$ cat src/rtl/qft_pkg.sv
package qft_pkg;

	localparam int MAX_DELIMITERS  = 8;
	localparam int MAX_QUOTE_PAIRS = 4;
	localparam int MAX_RESULTS     = 3;

	typedef enum logic [1:0] {
		REG_DELIMITER_BYTES = 2'd0,
		REG_QUOTE_PAIRS     = 2'd1,
		REG_ESCAPE_BYTE     = 2'd2,
		REG_KEEP_EMPTY      = 2'd3
	} qft_reg_t;

	typedef enum logic {
		KIND_BYTE = 1'b0,
		KIND_MARK = 1'b1
	} qft_kind_t;

	typedef struct packed {
		logic [63:0] delims;
		logic [63:0] quotes;
		logic [7:0]  esc;
		logic        keep;
	} qft_cfg_t;

	typedef struct packed {
		logic       in_quote;
		logic [7:0] active_close;
		logic       escape_held;
		logic       field_nonempty;
	} qft_state_t;

	typedef struct packed {
		qft_kind_t  kind;
		logic [7:0] out_byte;
		logic       string_done;
		logic       run_last;
	} qft_res_t;

	typedef struct packed {
		logic [1:0]                 count;
		qft_res_t [MAX_RESULTS-1:0] res;
		qft_state_t                 nxt;
	} qft_step_t;

endpackage

$ cat src/rtl/qft_step.sv
module qft_step (
	input  qft_pkg::qft_cfg_t   cfg,
	input  qft_pkg::qft_state_t cur,
	input  logic [7:0]          in_byte,
	input  logic                string_last,
	output qft_pkg::qft_step_t  step
);
	import qft_pkg::*;

	typedef struct packed {
		logic       emit;
		qft_res_t   res;
		qft_state_t st;
	} qft_hb_t;

	function automatic qft_res_t mk_res(qft_kind_t k, logic [7:0] b);
		qft_res_t r;
		r.kind        = k;
		r.out_byte    = (k == KIND_MARK) ? 8'd0 : b;
		r.string_done = 1'b0;
		r.run_last    = 1'b0;
		return r;
	endfunction

	function automatic logic is_delim(logic [7:0] b, logic [63:0] delims);
		logic       hit;
		logic       stop;
		logic [7:0] d;
		hit  = 1'b0;
		stop = (b == 8'd0);
		for (int i = 0; i < MAX_DELIMITERS; i++) begin
			d = delims[8*i +: 8];
			if (!stop) begin
				if (d == 8'd0) begin
					stop = 1'b1;
				end else if (d == b) begin
					hit  = 1'b1;
					stop = 1'b1;
				end
			end
		end
		return hit;
	endfunction

	function automatic qft_hb_t handle_byte(logic [7:0] b, logic may_hold, qft_state_t s,
			qft_cfg_t c);
		qft_hb_t    h;
		logic       check;
		logic       found;
		logic       stop;
		logic [7:0] op;
		logic [7:0] cl;
		h     = '0;
		h.st  = s;
		check = 1'b0;
		found = 1'b0;
		stop  = (b == 8'd0);
		cl    = 8'd0;
		for (int i = 0; i < MAX_QUOTE_PAIRS; i++) begin
			op = c.quotes[16*i +: 8];
			if (!stop) begin
				if (op == 8'd0) begin
					stop = 1'b1;
				end else if (op == b) begin
					found = 1'b1;
					cl    = c.quotes[16*i+8 +: 8];
					stop  = 1'b1;
				end
			end
		end
		if (!s.in_quote) begin
			check = 1'b1;
			if (found) begin
				h.st.in_quote     = 1'b1;
				h.st.active_close = cl;
			end
		end else if (may_hold && c.esc != 8'd0 && b == c.esc) begin
			h.st.escape_held = 1'b1;
			return h;
		end else if (s.active_close != 8'd0 && b == s.active_close) begin
			h.st.in_quote     = 1'b0;
			h.st.active_close = 8'd0;
			check             = 1'b1;
		end
		if (check && is_delim(b, c.delims)) begin
			h.emit              = c.keep | s.field_nonempty;
			h.res               = mk_res(KIND_MARK, 8'd0);
			h.st.field_nonempty = 1'b0;
		end else begin
			h.emit              = 1'b1;
			h.res               = mk_res(KIND_BYTE, b);
			h.st.field_nonempty = 1'b1;
		end
		return h;
	endfunction

	logic       dle;
	logic       consumed;
	qft_state_t st;
	qft_hb_t    hb;
	logic [1:0] n;
	qft_res_t [MAX_RESULTS-1:0] res;

	assign dle = (cfg.delims[7:0] == 8'd0);

	always_comb begin
		st       = cur;
		n        = 2'd0;
		res      = '0;
		consumed = 1'b0;
		hb       = '0;
		if (st.escape_held) begin
			st.escape_held = 1'b0;
			if (!dle && st.in_quote && st.active_close != 8'd0 && in_byte == st.active_close) begin
				res[n]            = mk_res(KIND_BYTE, in_byte);
				n                 = n + 2'd1;
				st.field_nonempty = 1'b1;
				consumed          = 1'b1;
			end else if (dle) begin
				res[n]            = mk_res(KIND_BYTE, cfg.esc);
				n                 = n + 2'd1;
				st.field_nonempty = 1'b1;
			end else begin
				hb = handle_byte(cfg.esc, 1'b0, st, cfg);
				st = hb.st;
				if (hb.emit) begin
					res[n] = hb.res;
					n      = n + 2'd1;
				end
			end
		end
		if (!consumed) begin
			if (dle) begin
				res[n]            = mk_res(KIND_BYTE, in_byte);
				n                 = n + 2'd1;
				st.field_nonempty = 1'b1;
			end else begin
				hb = handle_byte(in_byte, !string_last, st, cfg);
				st = hb.st;
				if (hb.emit) begin
					res[n] = hb.res;
					n      = n + 2'd1;
				end
			end
		end
		if (string_last) begin
			if (st.field_nonempty) begin
				res[n] = mk_res(KIND_MARK, 8'd0);
				n      = n + 2'd1;
			end
			st = '0;
		end
		if (n != 2'd0) begin
			res[n - 2'd1].run_last    = 1'b1;
			res[n - 2'd1].string_done = string_last;
		end
		step.count = n;
		step.res   = res;
		step.nxt   = st;
	end

endmodule

$ cat src/rtl/qft_out_buf.sv
module qft_out_buf (
	input  logic                                      clk,
	input  logic                                      arst_n,
	input  logic                                      load,
	input  logic [1:0]                                load_count,
	input  qft_pkg::qft_res_t [qft_pkg::MAX_RESULTS-1:0] load_res,
	output logic                                      can_load,
	output logic                                      m_tvalid,
	input  logic                                      m_tready,
	output logic [7:0]                                m_tdata,  // out_byte
	output logic [1:0]                                m_tuser,  // kind, run_last
	output logic                                      m_tlast   // string_done
);
	import qft_pkg::*;

	qft_res_t [MAX_RESULTS-1:0] ent_q;
	logic [1:0]                 rd_q;
	logic [1:0]                 rem_q;
	qft_res_t                   head;
	logic                       pop;

	always_comb begin
		case (rd_q)
			2'd0:    head = ent_q[0];
			2'd1:    head = ent_q[1];
			2'd2:    head = ent_q[2];
			default: head = ent_q[0];
		endcase
	end

	assign m_tvalid = (rem_q != 2'd0);
	assign pop      = m_tvalid & m_tready;
	assign can_load = (rem_q == 2'd0) || (rem_q == 2'd1 && m_tready);
	assign m_tdata  = head.out_byte;
	assign m_tuser  = {head.run_last, head.kind};
	assign m_tlast  = head.string_done;

	always_ff @(posedge clk or negedge arst_n) begin
		if (!arst_n) begin
			rd_q  <= 2'd0;
			rem_q <= 2'd0;
		end else if (load) begin
			rd_q  <= 2'd0;
			rem_q <= load_count;
		end else if (pop) begin
			rd_q  <= rd_q + 2'd1;
			rem_q <= rem_q - 2'd1;
		end
	end

	always_ff @(posedge clk) begin
		if (load) begin
			ent_q <= load_res;
		end
	end

endmodule

$ cat src/rtl/quoted_field_tokenizer.sv
// Splits a byte stream into fields. Each accepted byte (s_tlast ends the string) yields
// zero to three output beats: field bytes (kind 0) and end-of-field marks (kind 1), with
// run_last on the final beat a byte caused and m_tlast on the final beat of a string.
// Delimiters, quote pairs, escape byte and keep-empty come from the write port and
// must be written while the block is idle. A byte is registered, then decoded
// combinationally against all delimiter and quote compares into a three-entry result
// buffer; one byte per cycle is taken while each byte yields at most one beat and
// m_tready is high, otherwise the output side sets the rate, one beat per ready cycle.
module quoted_field_tokenizer (
	input  logic        clk,
	input  logic        arst_n,
	input  logic        cfg_we,
	input  logic [1:0]  cfg_index,
	input  logic [63:0] cfg_data,
	input  logic        s_tvalid,
	output logic        s_tready,
	input  logic [7:0]  s_tdata,   // in_byte
	input  logic        s_tlast,   // string_last
	output logic        m_tvalid,
	input  logic        m_tready,
	output logic [7:0]  m_tdata,   // out_byte
	output logic [1:0]  m_tuser,   // kind, run_last
	output logic        m_tlast    // string_done
);
	import qft_pkg::*;

	qft_cfg_t   cfg_q;
	qft_state_t st_q;
	qft_step_t  step;
	logic       v_s1;
	logic [7:0] byte_s1;
	logic       last_s1;
	logic       can_load;
	logic       advance;

	assign advance  = v_s1 & can_load;
	assign s_tready = !v_s1 || can_load;

	always_ff @(posedge clk or negedge arst_n) begin
		if (!arst_n) begin
			cfg_q <= '0;
		end else if (cfg_we) begin
			case (qft_reg_t'(cfg_index))
				REG_DELIMITER_BYTES: cfg_q.delims <= cfg_data;
				REG_QUOTE_PAIRS:     cfg_q.quotes <= cfg_data;
				REG_ESCAPE_BYTE:     cfg_q.esc    <= cfg_data[7:0];
				REG_KEEP_EMPTY:      cfg_q.keep   <= cfg_data[0];
				default:             cfg_q        <= cfg_q;
			endcase
		end
	end

	always_ff @(posedge clk or negedge arst_n) begin
		if (!arst_n) begin
			v_s1 <= 1'b0;
			st_q <= '0;
		end else begin
			if (s_tvalid && s_tready) begin
				v_s1 <= 1'b1;
			end else if (advance) begin
				v_s1 <= 1'b0;
			end
			if (advance) begin
				st_q <= step.nxt;
			end
		end
	end

	always_ff @(posedge clk) begin
		if (s_tvalid && s_tready) begin
			byte_s1 <= s_tdata;
			last_s1 <= s_tlast;
		end
	end

	qft_step u_step (
		.cfg         (cfg_q),
		.cur         (st_q),
		.in_byte     (byte_s1),
		.string_last (last_s1),
		.step        (step)
	);

	qft_out_buf u_out_buf (
		.clk        (clk),
		.arst_n     (arst_n),
		.load       (advance),
		.load_count (step.count),
		.load_res   (step.res),
		.can_load   (can_load),
		.m_tvalid   (m_tvalid),
		.m_tready   (m_tready),
		.m_tdata    (m_tdata),
		.m_tuser    (m_tuser),
		.m_tlast    (m_tlast)
	);

`ifndef ASSERT_OFF
	a_escape_in_quote: assert property (@(posedge clk) disable iff (!arst_n)
		st_q.escape_held |-> st_q.in_quote)
		else $error("escape held outside quotes");

	a_close_clear: assert property (@(posedge clk) disable iff (!arst_n)
		!st_q.in_quote |-> (st_q.active_close == 8'd0))
		else $error("closing byte left set outside quotes");

	a_s1_hold: assert property (@(posedge clk) disable iff (!arst_n)
		(v_s1 && !can_load) |=> (v_s1 && $stable(byte_s1) && $stable(st_q)))
		else $error("stage one lost a byte while the buffer was busy");
`endif

endmodule

$ cat config.mk
export PLATFORM = sky130hd
export DESIGN_NAME = quoted_field_tokenizer
export DESIGN_NICKNAME = d
export VERILOG_FILES = /design/src/rtl/qft_pkg.sv /design/src/rtl/qft_step.sv /design/src/rtl/qft_out_buf.sv /design/src/rtl/quoted_field_tokenizer.sv
export SDC_FILE = /design/constraint.sdc
export NUM_CORES = 1
export LEC_CHECK = 0
export CAP_MARGIN = 25
export CORE_MARGIN = 8
export CORE_UTILIZATION = 45
export CTS_BUF_LIST = sky130_fd_sc_hd__clkbuf_8 sky130_fd_sc_hd__clkbuf_16
export DETAILED_ROUTE_END_ITERATION = 6
export DONT_BUFFER_PORTS = 1
export PLACE_DENSITY_LB_ADDON = 0.08
export SLEW_MARGIN = 5
export SYNTH_ARGS = -nofsm -noshare
export SYNTH_HDL_FRONTEND = slang
export SYNTH_SLANG_ARGS = --single-unit
export TNS_END_PERCENT = 5
$ cat constraint.sdc
create_clock -name clk -period 4.85 [get_ports clk]
set_input_delay 0.485 -clock clk [delete_from_list [all_inputs] [get_ports clk]]
set_output_delay 0.485 -clock clk [all_outputs]
set_load 0.02 [all_outputs]
-- Yosys cells after proc, flatten, opt, wreduce, memory -nomap -nowiden
Cells that the tools add are included.
- $add $sub $neg: 5
- order comparisons: 6
- equality and inequality tests: 34
- mux-type cells: 306
- bitwise gates (word level): 7
- reduce and logical (&&, ||, !) cells: 46
- operators with widths (cell ; count):
    1-bit 2-to-1 mux ; 225
    8-bit == test ; 28
    33-bit 2-to-1 mux ; 6
    8-bit 2-to-1 mux ; 24
    33-bit bitwise mux ; 4
    23-bit 2-to-1 mux ; 5
    8-bit zero test ; 14
    11-bit 2-to-1 mux ; 9
    11-bit demux with 2-bit select ; 4
    9-bit 2-to-1 mux ; 7
    12-bit 2-to-1 mux ; 5
    30-bit bitwise AND ; 1
    10-bit 2-to-1 mux ; 3
    30-bit NOT ; 1
    2-bit 2-to-1 mux ; 13
    8-bit nonzero test ; 3
    11-bit one-hot mux with 2 select lines ; 1
    1-bit logical AND ; 14
    2-bit by 3-bit < comparator with 1-bit output, second input constant ; 3
    2-bit AND reduction ; 4
    2-bit nonzero test ; 4
    2-bit by 1-bit adder with 2-bit output, second input constant ; 3
    2-bit by 1-bit == test with 1-bit output, second input constant ; 3
    2-bit == test, second input constant ; 3
    other kinds (8) ; 17
- register bits: 195
- input port bits: 80
- output and inout port bits: 13
- word-level logic and storage cells: 429

-- Depth between registers and ports, before layout
Gate-level depths: netlist (run 1).
- word-level depth: 93
- gate-level depth with buffers: 24
- depth with buffers taken out: 21

-- Cells and area by module
Synthesis (run 1) repeated with hierarchy kept, for this count alone.
- cell total of the unflattened synthesis: 1152
- area, all modules: 12777.3 um^2
- modules (own cells, without submodules) (module ; times used ; cells each ; area an instance (um^2) ; sequential area each (um^2)):
    quoted_field_tokenizer ; 1 ; 330 ; 6386.1 ; 3998.8
    qft_step ; 1 ; 726 ; 4936.0 ; 0.0
    qft_out_buf ; 1 ; 96 ; 1455.1 ; 1091.0

-- Worst setup path after synthesis (run 1)
Ideal clock, no wire load.
- path type: register -> register
- start: register cfg_q[77] in the netlist's numbering
- end: register u_out_buf.ent_q[23] in the netlist's numbering, data pin
- library setup time: 0.255 ns
- data arrival time: 4.711 ns
- required time: 4.595 ns
- path slack: -0.116 ns
- stages on the path, launching flop included: 22
- buffers on the path: 2
- clock period less this slack: 4.966 ns
- path through: dfrtp_1 -> or4_1 -> or2_1 -> buf_6 -> nand2_4 -> or2_2 -> buf_6 -> nor2_2 -> a311o_1 -> a221o_1 -> xor2_1 -> a31o_1 -> nand3b_1 -> and2_1 -> or2_2 -> o21a_1 -> ha_1 -> a21o_1 -> ha_1 -> nor2_1 -> a32o_1 -> and2_1
- longest elaborated chain between the ends: 58
- elaborated cells on any way between the ends: 197
- classes of those cells: add/sub: 3; order compare: 6; eq/ne: 3; mux: 169; bitwise: 3; reduce/logical: 13
- RTL lines (element ; line ; text):
    start: declaration ; quoted_field_tokenizer.sv:27 ; qft_cfg_t cfg_q;
    start signal: assignment ; quoted_field_tokenizer.sv:48 ; default: cfg_q <= cfg_q;
    branches (longest 57 deep; another with 8-bit == test) ; - ;
    33-bit 2-to-1 mux (*) ; qft_step.sv:153 ; if (n != 2'd0) begin
    end signal: assignment ; qft_out_buf.sv:53 ; ent_q <= load_res;
    end: declaration ; qft_out_buf.sv:16 ; qft_res_t [MAX_RESULTS-1:0] ent_q;
Every way passes the cells marked *. The select of a mux whose other input is x is not followed.
A chain may end at the register's enable or synchronous reset.

-- Worst setup path in the final report (run 1)
- start: register cfg_q[7] in the netlist's numbering
- end: register u_out_buf.ent_q[12] in the netlist's numbering, data pin
The elaborated chain is that of the path after synthesis.

==> results of run 1 <==
==> power by group through the flow <==
stage	registers [mW]	clock network [mW]	logic, mW
after global routing	2.45	1.51	2.56
after global placement	2.43	0	2.18
after floorplan	2.26	0	1.60
after CTS	2.40	1.46	2.31
after detailed placement	2.43	0	2.21
final	2.41	1.43	2.34
==> metrics by stage <==
| stage | utilization [%] | cells |
|---|---|---|
| 2_1_floorplan | - | 1099 |
| 3_3_place_gp | 50.4 | 1521 |
| 3_5_place_dp | 50.4 | 1521 |
| 4_1_cts | 54.1 | 1579 |
| 5_1_grt | 54.8 | 1585 |
| 6_report | 54.8 | 1585 |
==> kinds of logic (layout without fill, tap and decap cells) <==
logic type / after synthesis / in the layout / share of synthesized area [%]
xor+xnor: 223 / 223 / 16.7
fa+ha+maj: 8 / 8 / 0.856
simple gates: 289 / 289 / 13.6
flops: 187 / 187 / 41.5
compound gates: 166 / 166 / 10.2
buf+inv: 84 / 235 / 3.62
mux: 142 / 142 / 13.6
==> cells in the final DEF (no fill, tap or decap), types with 7 or more instances in the layout <==
master	count
nand2_1	73
or4_1	10
o21ai_0	33
mux2_2	138
inv_1	15
dfrtp_1	147
nor3_1	14
a22o_1	10
nor2_1	38
and2_1	21
edfxtp_1	34
nor4_2	7
clkbuf_16	17
nand4_1	28
nor4_1	44
buf_6	9
nand3_1	12
a21oi_1	29
xnor2_1	96
buf_4	172
ha_1	7
a222oi_1	7
xor2_1	123
==> worst max-delay path by stage <==
stage / cells after the start / end / slack (ps) / start
after floorplan: 21 / u_out_buf.ent_q[23]$_SDFFCE_PN0P_ / 20 / cfg_q[76]$_DFFE_PN0P_
after global placement: 22 / u_out_buf.ent_q[4]$_DFFE_PP_ / -130 / cfg_q[8]$_DFFE_PN0P_
after detailed placement: 20 / u_out_buf.ent_q[23]$_SDFFCE_PN0P_ / -230 / cfg_q[8]$_DFFE_PN0P_
after CTS: 21 / u_out_buf.ent_q[12]$_SDFFCE_PN0P_ / -9 / cfg_q[8]$_DFFE_PN0P_
after global routing: 21 / u_out_buf.ent_q[12]$_SDFFCE_PN0P_ / -240 / cfg_q[7]$_DFFE_PN0P_
final: 22 / u_out_buf.ent_q[12]$_SDFFCE_PN0P_ / -70 / cfg_q[7]$_DFFE_PN0P_
==> critical path, cell delays in order (launching register included) <==
cell and delay [ps]:
dfrtp_2 450, buf_4 150, xor2_1 140, nor4_1 70
buf_4 130, and2_1 170, buf_4 150, o41a_1 410
buf_4 180, a221oi_4 270, a2bb2oi_4 220, xnor2_2 90
nor4_4 310, nand3b_1 160, and2_4 190, or2_4 250
o21a_1 170, ha_1 270, a21o_1 200, ha_4 290
nor2_1 40, a32o_1 210, and2_1 150
==> per-layer routing <==
layer,part of all wire (%),vias to the layer above
li1,-,4268
met1,45,4553
met2,47,299
met3,5.9,70
met4,2.5,0
met5,0,-
==> synth_stat cells (12+ instances only) <==
library cell | count | area share, %
nand2_1 | 74 | 2.4
xnor2_1 | 100 | 7.5
xor2_1 | 123 | 9.2
nand3_1 | 12 | 0.51
edfxtp_1 | 34 | 8.7
nor4_1 | 49 | 2.6
o21ai_0 | 36 | 1.5
inv_1 | 16 | 0.51
mux2_2 | 138 | 13
buf_1 | 12 | 0.39
clkbuf_1 | 29 | 0.93
dfrtp_1 | 153 | 33
nor3_1 | 16 | 0.68
nor2_1 | 38 | 1.2
nand4_1 | 28 | 1.5
a21oi_1 | 34 | 1.5
and2_1 | 21 | 1.1
==> flip-flops by register name (all words and copies together) (netlist names) <==
name             cells
st_q                11
u_out_buf.rem_q      2
u_out_buf.rd_q       2
u_out_buf.ent_q     25
byte_s1              8
v_s1                 1
cfg_q              137
last_s1              1
==> repair_timing <==
| action | in CTS | in global routing |
|---|---|---|
| pin swaps | 23 | 20 |
| hold buffers | 1 | 0 |
| setup endpoints to repair | 25 | 34 |
| gates resized for setup | 32 | 30 |
| setup buffers | 25 | 6 |
| endpoints found under the hold margin | 153 | 0 |
==> layout make-up <==
type                    count  area, µm²
multi-input cells         828       6700
fillers                  2334      11600
clock inverters            15        154
inverters                  17       63.8
clock buffers              17        425
repair buffers            186       1500
well taps                 335        419
flip-flops and latches    187       4860
==> summary.txt, run 1 <==
Timing
  – Final setup vio count: 11
  – Fin. max-slew vios: 0
  – Final worst-path cycle share: 101%
  – RSZ-0062 raised after global routing: true
  – Hold Slack: 66.2 ps
  – Clock Skews: around 15 ps
  – Fmax: 0.203 GHz
  – Headroom to the max-slew limit: between 30% and 40%
  – Crit path time final: 4920 ps
  – Slew @ Worst Pin: 978 ps
  – TNS Setup: -221 ps
  – Final setup margin: -70.4 ps
  – Fin. Hold Viols: 0

Pwr
  – Pwr/cell area: 438 mW/mm²
  – Switching Power: 2.38 mW
  – Int Pwr: between 3 and 4 mW
  – Sequential share of power: 38.9%
  – Sw frac: 38.5%
  – Tot Pwr: 6.18 mW
  – Maximum VDD drop: 0.000279 V
  – Clk pwr share: between 20% and 30%
  – Combinational Power Share: 37.9%
  – Leakage power: ~5.6 nW

Synthesis
  – Synth Cell Area: 0.0117 mm²
  – Ys flop type: dfrtp_1
  – Post-Syn Nets: between 1000 and 1500
  – FF+latch count, synth: 187
  – Sequential share of the synthesized area: 41.5%
  – Post-synthesis cell count: 1099
  – Post-synth EDFFs: 34
  – Distinct cells, synth: 80
  – Avg Inst Size Synth: 10.6 µm²
  – Async set-or-reset flop fraction in the synthesized netlist: 81.8%
  – Synth Warn #: 0

Global route
  – Total track usage: 24.7%
  – M2 GR Usage: a little over 40%
  – Initial antenna violation count: 1
  – Grt total ovfl: 0
  – GRT met3 Usage: 4.72%
  – Pin count of the biggest net entering global routing: between 150 and 200
  – GRT Max-Usage Layer: met2
  – Vias in the first global route: 9680
  – M1 GR Usage: 32.7%
  – First-pass GRT wire length: 59300 µm

Floorplan
  – Die area: approximately 0.031 mm²
  – Die height: between 150 and 200 µm
  – Row count: 59
  – Ports: 93
  – Chip Width: 177 µm
  – Core area: around 0.026 mm²
  – Starting Density: 45.4%

Clock network
  – CTS tree: yes
  – Root Buffer: clkbuf_16
  – H-tree levels: 4
  – Clock sinks: 187
  – Clk_lat worst skew: 440 ps
  – Clk pin slew, worst setup/hold paths: 80 ps
  – CTS Buf Count: 17
  – CTS Buffer Depth: 2

Detailed routing
  – Starting DRC count in detailed routing: roughly 650
  – Via count of the routed design: 9190
  – Antenna-violating nets left: 0
  – Drt wl/cell: 23.9 µm
  – Number of detailed-route iterations in the first pass: 6
  – Post-route DRC: 0
  – Drt total wl: 37900 µm
  – Vias/cell: 5.80

Placed design
  – Pre-CTS setup slack: -231 ps
  – Hpwl dp: 28200 µm
  – Port bufs: 0
  – Placer Congestion: 0.927
  – Area after DPL: 0.0130 mm²

Worst setup path
  – CP Class: reg -> reg
  – CP required: 5050 ps
  – Reg2reg end: u_out_buf.ent_q[12]$_SDFFCE_PN0P_
  – Reg2reg setup slack: -70 ps
  – Worst R2R Path Depth: 22
  – Worst-path fanout max: 4
  – Critical Path Start Type: flop
  – FF-to-FF Start: cfg_q[7]$_DFFE_PN0P_
  – Critical path endpoint category: flop
  – Critical path data arrival time: 5120 ps

Worst hold path
  – Type of the worst min-delay path: in -> async

Cells and area
  – N_diodes: 0
  – Post-route cell area: 0.0141 mm²
  – Nets: 1325
  – Share of cells above drive strength 1: 33.5%
  – Area delta synth->final: 20.7%

Run status
  – Failing checks: setup timing
  – Status: finished, violations left

Run
  – Max-cap violation count: 0
(Power assumes the default switching activity.)
==> run 2: changes to the inputs <==
--- a/config.mk
+++ b/config.mk
@@ -11,7 +11,7 @@
 export CTS_BUF_LIST = sky130_fd_sc_hd__clkbuf_8 sky130_fd_sc_hd__clkbuf_16
 export DETAILED_ROUTE_END_ITERATION = 6
 export DONT_BUFFER_PORTS = 1
-export PLACE_DENSITY_LB_ADDON = 0.08
+export PLACE_DENSITY = 0.64
 export SLEW_MARGIN = 5
 export SYNTH_ARGS = -nofsm -noshare
 export SYNTH_HDL_FRONTEND = slang
==> run 2 against run 1 <==
Compared with the run above:
- the run still ends with setup timing left
- sequential cell count unchanged
- largest cell class unchanged
- combinational power about the same
- cell area up 0.17%
- sequential power barely moved
- maximum frequency increased by 0.90%
- clock power hardly changed
- critical path type unchanged
- cell count is essentially flat
- routed wire length shrank 3.1%
- largest power group unchanged
==> summary.txt, run 2 (synthesis results as in run 1) <==
Clock network
  – CTS Buf Count: 17 (unchanged)
  – Clk_lat worst skew: 440 ps (about the same)
  – Root Buffer: clkbuf_16
  – CTS tree: yes
  – H-tree levels: 4 (unchanged)
  – Clk pin slew, worst setup/hold paths: 70 ps (about the same)
  – CTS Buffer Depth: 2 (unchanged)
  – Clock sinks: 187 (unchanged)

Global route
  – Pin count of the biggest net entering global routing: 154 (unchanged)
  – Initial antenna violation count: 0 (-1)
  – Grt total ovfl: 0 (unchanged)
  – Total track usage: 23.4% (-1.3 points)
  – Vias in the first global route: 9452 (-2.4%)
  – First-pass GRT wire length: 56300 µm (-5.2%)

Worst setup path
  – Worst-path fanout max: 6 (+2)
  – Worst R2R Path Depth: 22 (unchanged)
  – Reg2reg end: u_out_buf.ent_q[23]$_SDFFCE_PN0P_
  – Critical Path Start Type: flop
  – CP Class: reg -> reg
  – CP required: 5040 ps (about the same)
  – Critical path endpoint category: flop
  – FF-to-FF Start: cfg_q[4]$_DFFE_PN0P_
  – Critical path data arrival time: 5070 ps (-50 ps)
  – Reg2reg setup slack: -30 ps (+40 ps)

Run
  – Max-cap violation count: 0 (unchanged)

Cells and area
  – Multi-input gate area: 0.00673 mm² (+0.45%)
  – Most frequent cells in the layout: buf_4 (168), dfrtp_1 (150), mux2_2 (138)
  – Fillcell total: 2245 (-3.8%)
  – N_diodes: 0 (unchanged)
  – Max FFs per register: 137 (unchanged)
  – Largest regs: cfg_q (137), u_out_buf.ent_q (25), st_q (11)
  – Fin cells: 1584 (-0.063%)
  – Commonest non-fill, non-tap cell in the layout: buf_4
  – Largest Register: cfg_q
  – FF/Latch Area: 0.00485 mm² (about the same)
  – Share of cells above drive strength 1: 33.9% (+0.43 points)
  – Area delta synth->final: 20.9%
  – Nets: 1324 (-0.075%)

Timing
  – Fin. max-slew vios: 0 (unchanged)
  – RSZ-0062 raised after global routing: true
  – Fmax: 0.205 GHz (+0.90%)
  – Headroom to the max-slew limit: 34.3% (-0.50 points)
  – Final setup margin: -26.3 ps (+44.1 ps)
  – Final setup vio count: 4 (-7)
  – Clock Skews: 9.94 ps (-4.74 ps)
  – Fin. Hold Viols: 0 (unchanged)
  – Crit path time final: 4880 ps (-44.1 ps)
  – Final worst-path cycle share: 101% (-0.91 points)
  – Slew @ Worst Pin: 983 ps (+5.35 ps)

Placed design
  – Placed Cells: 1514 (-0.46%)
  – Hpwl dp: 26500 µm (-6.1%)
  – Port bufs: 0 (unchanged)
  – Placer Congestion: 0.960 (+3.6%)

Pwr
  – Maximum VDD drop: 0.000306 V (+9.8%)
  – Tot Pwr: 6.18 mW (about the same)
  – Pwr/cell area: 437 mW/mm² (-0.23%)
  – Clk pwr share: 23.0% (-0.2 points)
  – Leakage power: 5.61 nW (-0.54%)
  – Combinational Power Share: 37.9% (about the same)
  – Switching Power: 2.39 mW (+0.39%)
  – Sw frac: 38.7% (+0.17 points)
  – Int Pwr: 3.79 mW (-0.34%)
  – Sequential share of power: 39.0% (about the same)

Floorplan
  – Core area: 0.0258 mm² (unchanged)
  – Ports: 93 (unchanged)
  – Starting Density: 45.4% (unchanged)
  – Die height: 177 µm (unchanged)
  – Chip Width: 177 µm (unchanged)
  – Die area: 0.0314 mm² (unchanged)
  – Row count: 59 (unchanged)

Run status
  – Status: finished, violations left
  – Failing checks: setup timing

Worst hold path
  – Type of the worst min-delay path: in -> async

Detailed routing
  – Starting DRC count in detailed routing: 682 (+4.6%)
  – Vias/cell: 5.85 (+0.87%)
  – Via count of the routed design: 9264 (+0.81%)
  – Drt total wl: 36800 µm (-3.1%)
  – Post-route DRC: 0 (unchanged)
  – Number of detailed-route iterations in the first pass: 6 (unchanged)
  – Antenna-violating nets left: 0 (unchanged)
  – Drt wl/cell: 23.2 µm (-3.1%)
-- run 2: cell types whose count changed in the layout (fill, tap and decap cells not counted), moves of 3 or more --
cell      before  now
nand2_2        1    4
dfrtp_2        6    3
a21oi_2        5    1
o21ai_0       33   30
o21ai_1        4    7
a21oi_1       29   32
dfrtp_1      147  150
a221oi_2       1    4
xor2_1       123  120
buf_4        172  168
-- run 2: power groups by stage --
stage	Clock (mW)	Combinational, mW	Sequential (mW)
detailed placement	0	2.17	2.43
CTS	1.45	2.27	2.40
finish	1.42	2.34	2.41
global placement	0	2.13	2.42
floorplan	0	1.60	2.26
global route	1.51	2.55	2.45
-- run 2: per-layer routing --
metal	GRT usage, %	part of all wire [%]	vias to the layer above	wire (µm)
met4	10.7	3.8	0	1390
met1	29.5	42	4608	15400
li1	-	-	4254	-
met2	37.2	47	320	17300
met5	0	0	-	0
met3	5.93	7.3	82	2680
-- run 2: cell type report --
type                       count  share of cell area (%)
clock inverter                14                    1.02
multi-input combinational    828                    47.6
tap                          335                    2.96
timing repair buffer         185                    10.5
inverter                      17                   0.451
sequential                   187                    34.3
clock buffer                  18                    3.18
-- run 2: repair_timing --
item,CTS,global route
pin swaps,25,29
hold endpoints to repair,153,0
setup endpoints to repair,24,34
setup buffers,25,11
gates resized for setup,35,36
hold buffers,1,0
-- run 2: how the worst max path moves through the flow --
stage                                startpoint                           endpoint  slack (ps)  cells after the start
after floorplan           cfg_q[76]$_DFFE_PN0P_  u_out_buf.ent_q[23]$_SDFFCE_PN0P_          20                     21
after global placement     cfg_q[6]$_DFFE_PN0P_  u_out_buf.ent_q[12]$_SDFFCE_PN0P_        -100                     20
after detailed placement   cfg_q[5]$_DFFE_PN0P_  u_out_buf.ent_q[12]$_SDFFCE_PN0P_        -160                     20
after CTS                  cfg_q[5]$_DFFE_PN0P_  u_out_buf.ent_q[12]$_SDFFCE_PN0P_         -70                     20
after global routing       cfg_q[4]$_DFFE_PN0P_  u_out_buf.ent_q[12]$_SDFFCE_PN0P_        -260                     22
final                      cfg_q[4]$_DFFE_PN0P_  u_out_buf.ent_q[23]$_SDFFCE_PN0P_         -30                     22
-- run 2: critical path, stage by stage (launching register included) --
cell and delay, ps:
dfrtp_1 430, buf_6 140, xor2_2 170, nor4_4 320, nand3_2 140, buf_6 150
a311o_2 450, buf_6 160, a211oi_4 180, a211oi_1 90, o21ai_1 220, buf_4 150
o2111a_1 190, nand3b_1 100, and2_4 180, or2_4 220, o21a_1 170, ha_1 270
a21o_1 210, ha_4 300, nor2_1 40, a32o_1 200, and2_1 150
-- run 2: stage by stage --
step	worst slack, ps	util (%)	area [µm²]	hold WS, ps	setup TNS, ps
CTS	-65.2	53.8	13900	103	-157
global placement	-96.0	50.2	12900	206	-228
global route	-257	54.9	14100	116	-5190
floorplan	17.1	-	11700	189	0
finish	-26.3	54.9	14100	2.05	-77.7
detailed placement	-162	50.2	12900	205	-1390
==> run 3: changes to the inputs <==
--- a/config.mk
+++ b/config.mk
@@ -5,13 +5,16 @@
 export SDC_FILE = /design/constraint.sdc
 export NUM_CORES = 1
 export LEC_CHECK = 0
+export ABC_AREA = 1
 export CAP_MARGIN = 25
+export CELL_PAD_IN_SITES_DETAIL_PLACEMENT = 0
+export CELL_PAD_IN_SITES_GLOBAL_PLACEMENT = 1
 export CORE_MARGIN = 8
-export CORE_UTILIZATION = 45
+export CORE_UTILIZATION = 43
 export CTS_BUF_LIST = sky130_fd_sc_hd__clkbuf_8 sky130_fd_sc_hd__clkbuf_16
 export DETAILED_ROUTE_END_ITERATION = 6
 export DONT_BUFFER_PORTS = 1
-export PLACE_DENSITY = 0.64
+export PLACE_DENSITY = 0.8
 export SLEW_MARGIN = 5
 export SYNTH_ARGS = -nofsm -noshare
 export SYNTH_HDL_FRONTEND = slang
==> run 3 against run 2 <==
Compared with the run above:
- cell count increased by 42%
- global-route usage increased by 2.1 points
- via count increased by 35%
- the run ends with hold timing left
- routed wire length increased by 24%
- core utilization decreased by 7.0 points
- synthesized cell count increased by 69%
- total power increased by 3.8%
- critical endpoint is now u_out_buf.ent_q[20]$_DFFE_PP_
- sequential power about the same
- count of clock-buffer cells in the layout increased by 2
- cell area about the same
- sequential share of layout area about the same
- setup slack improved by 420 ps
- critical path type unchanged
==> summary.txt, run 3 <==
Detailed routing
  – Post-route DRC: 0 (unchanged)
  – Antenna-violating nets left: 0 (unchanged)
  – Via count of the routed design: 12502 (+35%)
  – Vias/cell: 5.55 (-5.2%)
  – Drt wl/cell: 20.3 µm (-13%)
  – Number of detailed-route iterations in the first pass: 5 (-1)
  – Drt total wl: 45800 µm (+24%)
  – Starting DRC count in detailed routing: 1223 (+79%)

Pwr
  – Pwr/cell area: 453 mW/mm² (+3.7%)
  – Tot Pwr: 6.41 mW (+3.8%)
  – Leakage power: 6.93 nW (+24%)
  – Maximum VDD drop: 0.000269 V (-12%)

Run status
  – Status: finished, violations left
  – Failing checks: hold timing

Global route
  – M1 GR Usage: 34.3% (+4.8 points)
  – M2 GR Usage: 39.5% (+2.3 points)
  – Grt total ovfl: 0 (unchanged)
  – Pin count of the biggest net entering global routing: 154 (unchanged)
  – GRT met3 Usage: 5.30% (-0.63 points)
  – Total track usage: 25.5% (+2.1 points)
  – Initial antenna violation count: 0 (unchanged)
  – Vias in the first global route: 11797 (+25%)
  – First-pass GRT wire length: 70000 µm (+24%)
  – GRT Max-Usage Layer: met2

Floorplan
  – Die area: 0.0358 mm² (+14%)
  – Chip Width: 189 µm (+6.7%)
  – Row count: 63 (+6.8%)
  – Die height: 189 µm (+6.7%)
  – Starting Density: 43.6% (-1.8 points)
  – Core area: 0.0296 mm² (+15%)
  – Ports: 93 (unchanged)

Timing
  – Fin. Hold Viols: 3 (+3)
  – Slew @ Worst Pin: 862 ps (-122 ps)
  – Fmax: 0.224 GHz (+9.4%)
  – Final setup vio count: 0 (-4)
  – TNS Setup: 0 ps (+77.7 ps)
  – Hold Slack: -8.50 ps (-10.6 ps)
  – Clock Skews: 12.4 ps (+2.41 ps)
  – Fin. max-slew vios: 0 (unchanged)
  – Final worst-path cycle share: 91.9% (-8.6 points)
  – Crit path time final: 4460 ps (-418 ps)
  – Final setup margin: 392 ps (+418 ps)
  – Headroom to the max-slew limit: 42.5% (+8.2 points)

Clock network
  – Clk_lat worst skew: 460 ps (+20 ps)
  – Clock sinks: 187 (unchanged)
  – CTS Buf Count: 17 (unchanged)
  – Clk pin slew, worst setup/hold paths: 70 ps (about the same)
  – CTS Buffer Depth: 2 (unchanged)
  – H-tree levels: 4 (unchanged)
  – CTS tree: yes
  – Root Buffer: clkbuf_16

Worst setup path
  – CP most frequent cell: nand2_1
  – Critical path endpoint category: flop
  – CP required: 5060 ps (+20 ps)
  – Reg2reg setup slack: 390 ps (+420 ps)
  – Worst-path fanout max: 10 (+4)
  – Critical path data arrival time: 4670 ps (-400 ps)
  – CP max stage cell: dfrtp_2
  – CP Class: reg -> reg
  – Critical Path Start Type: flop
  – Crit path largest cell delay: 450 ps (about the same)

Synthesis
  – FF+latch count, synth: 187 (unchanged)
  – Synth Warn #: 0 (unchanged)
  – Async set-or-reset flop fraction in the synthesized netlist: 81.8% (unchanged)
  – Post-synth top area share: 29.7% (-3.0 points)
  – Post-synth EDFFs: 34 (unchanged)
  – Distinct cells, synth: 54 (-33%)
  – Avg Inst Size Synth: 6.96 µm² (-35%)
  – Most frequent cell after synthesis: nand2_1
  – Post-Syn Nets: 1940 (+63%)
  – Ys flop type: dfrtp_1
  – Sequential share of the synthesized area: 37.6% (-3.8 points)
  – Synth Cell Area: 0.0129 mm² (+10%)
  – Area leader, netlist: dfrtp_1
  – Top post-synthesis cells by area: dfrtp_1 (30%), nand2_1 (18%), edfxtp_1 (7.9%), o21ai_0 (7.1%), inv_1 (6.3%)
  – Post-synthesis cell count: 1852 (+69%)
  – Commonest cells post-synth: nand2_1 (608), inv_1 (216), o21ai_0 (183), dfrtp_1 (153), nor2_1 (111)

Cells and area
  – Largest Register: cfg_q
  – Nets: 1939 (+46%)
  – Max FFs per register: 137 (unchanged)
  – Share of cells above drive strength 1: 8.74% (-25 points)
  – Commonest non-fill, non-tap cell in the layout: nand2_1
  – Largest regs: cfg_q (137), u_out_buf.ent_q (25), st_q (11)
  – Fillcell total: 3072 (+37%)
  – Fin cells: 2254 (+42%)
  – N_diodes: 0 (unchanged)
  – Area delta synth->final: 9.86%
  – Final Core Density: 47.9% (-7.0 points)
  – Post-route cell area: 0.0142 mm² (about the same)
  – Most frequent cells in the layout: nand2_1 (606), inv_1 (217), o21ai_0 (183)

Placed design
  – Pre-CTS setup slack: 201 ps (+363 ps)
  – Port bufs: 0 (unchanged)
  – Placer Congestion: 0.968 (+0.77%)
  – Hpwl dp: 33900 µm (+28%)
  – Placed Cells: 2211 (+46%)
  – Area after DPL: 0.0134 mm² (+3.6%)

Worst hold path
  – Type of the worst min-delay path: in -> async

Run
  – Max-cap violation count: 0 (unchanged)
## run 3: changes by cell type after synthesis, sizes merged, moves of 21 or more
cell	previous run	this run
mux2	138	0
nand3	13	86
xnor2	100	61
o21ai	39	187
nand2	76	618
nand4	28	77
xor2	123	36
nor2	41	123
inv	16	230
nor4	54	23
and2	22	1
## run 3: where the power goes
group          internal (mW)  total, mW  switching [mW]
Sequential              1.98       2.40           0.416
Combinational          0.897       2.60            1.70
Clock                  0.755       1.42           0.662
Total                   3.63       6.41            2.78
## run 3: path summary, 6_finish.rpt
kind | startpoint | endpoint | cells past startpoint
max in group asynchronous | arst_n | u_out_buf.rd_q[0]$_DFFE_PN0P_ | 1
setup reg to reg | cfg_q[7]$_DFFE_PN0P_ | u_out_buf.ent_q[20]$_DFFE_PP_ | 32
setup / recovery | cfg_q[7]$_DFFE_PN0P_ | u_out_buf.ent_q[20]$_DFFE_PP_ | 32
hold / removal | arst_n | cfg_q[15]$_DFFE_PN0P_ | 1
hold reg to reg | cfg_q[50]$_DFFE_PN0P_ | cfg_q[50]$_DFFE_PN0P_ | 2
min in group clk | s_tdata[4] | byte_s1[4]$_DFFE_PP_ | 0
## run 3: what timing repair did
action	4_1_cts	5_1_grt
hold endpoints to repair	153	0
setup buffers	0	9
setup endpoints to repair	0	25
hold buffers	1	0
gates resized for setup	0	27
## run 3: cells by family after synthesis
| logic type | synth area share [%] |
|---|---|
| buffers and inverters | 10.4 |
| multiplexers | 0.0777 |
| AND/OR/NAND/NOR | 32.6 |
| AO/OA/AOI/OAI | 11.9 |
| XOR/XNOR | 6.59 |
| adder cells (fa/ha/maj) | 0.777 |
| flip-flops | 37.6 |
## run 3: worst max-delay path: cells and delay by family (launching register included)
| kind | cells | cell delay (ps) |
|---|---|---|
| flops | 1 | 450 |
| compound gates | 1 | 140 |
| simple gates | 26 | 2880 |
| buf+inv | 3 | 330 |
| fa+ha+maj | 2 | 390 |
## run 3: layout make-up
cell class	count	area [µm²]	area share (%)
multi-input combinational	1343	6760	47.8
sequential	187	4860	34.3
inverter	237	905	6.39
timing repair buffer	65	563	3.98
tap	390	488	3.45
clock buffer	20	467	3.30
clock inverter	12	115	0.813
## run 3: layer usage
layer	up-vias	wire, µm	share of wire, %
li1	5993	-	-
met1	5913	20100	44
met2	491	20500	45
met3	105	3480	7.6
met4	0	1710	3.7
met5	-	0	0
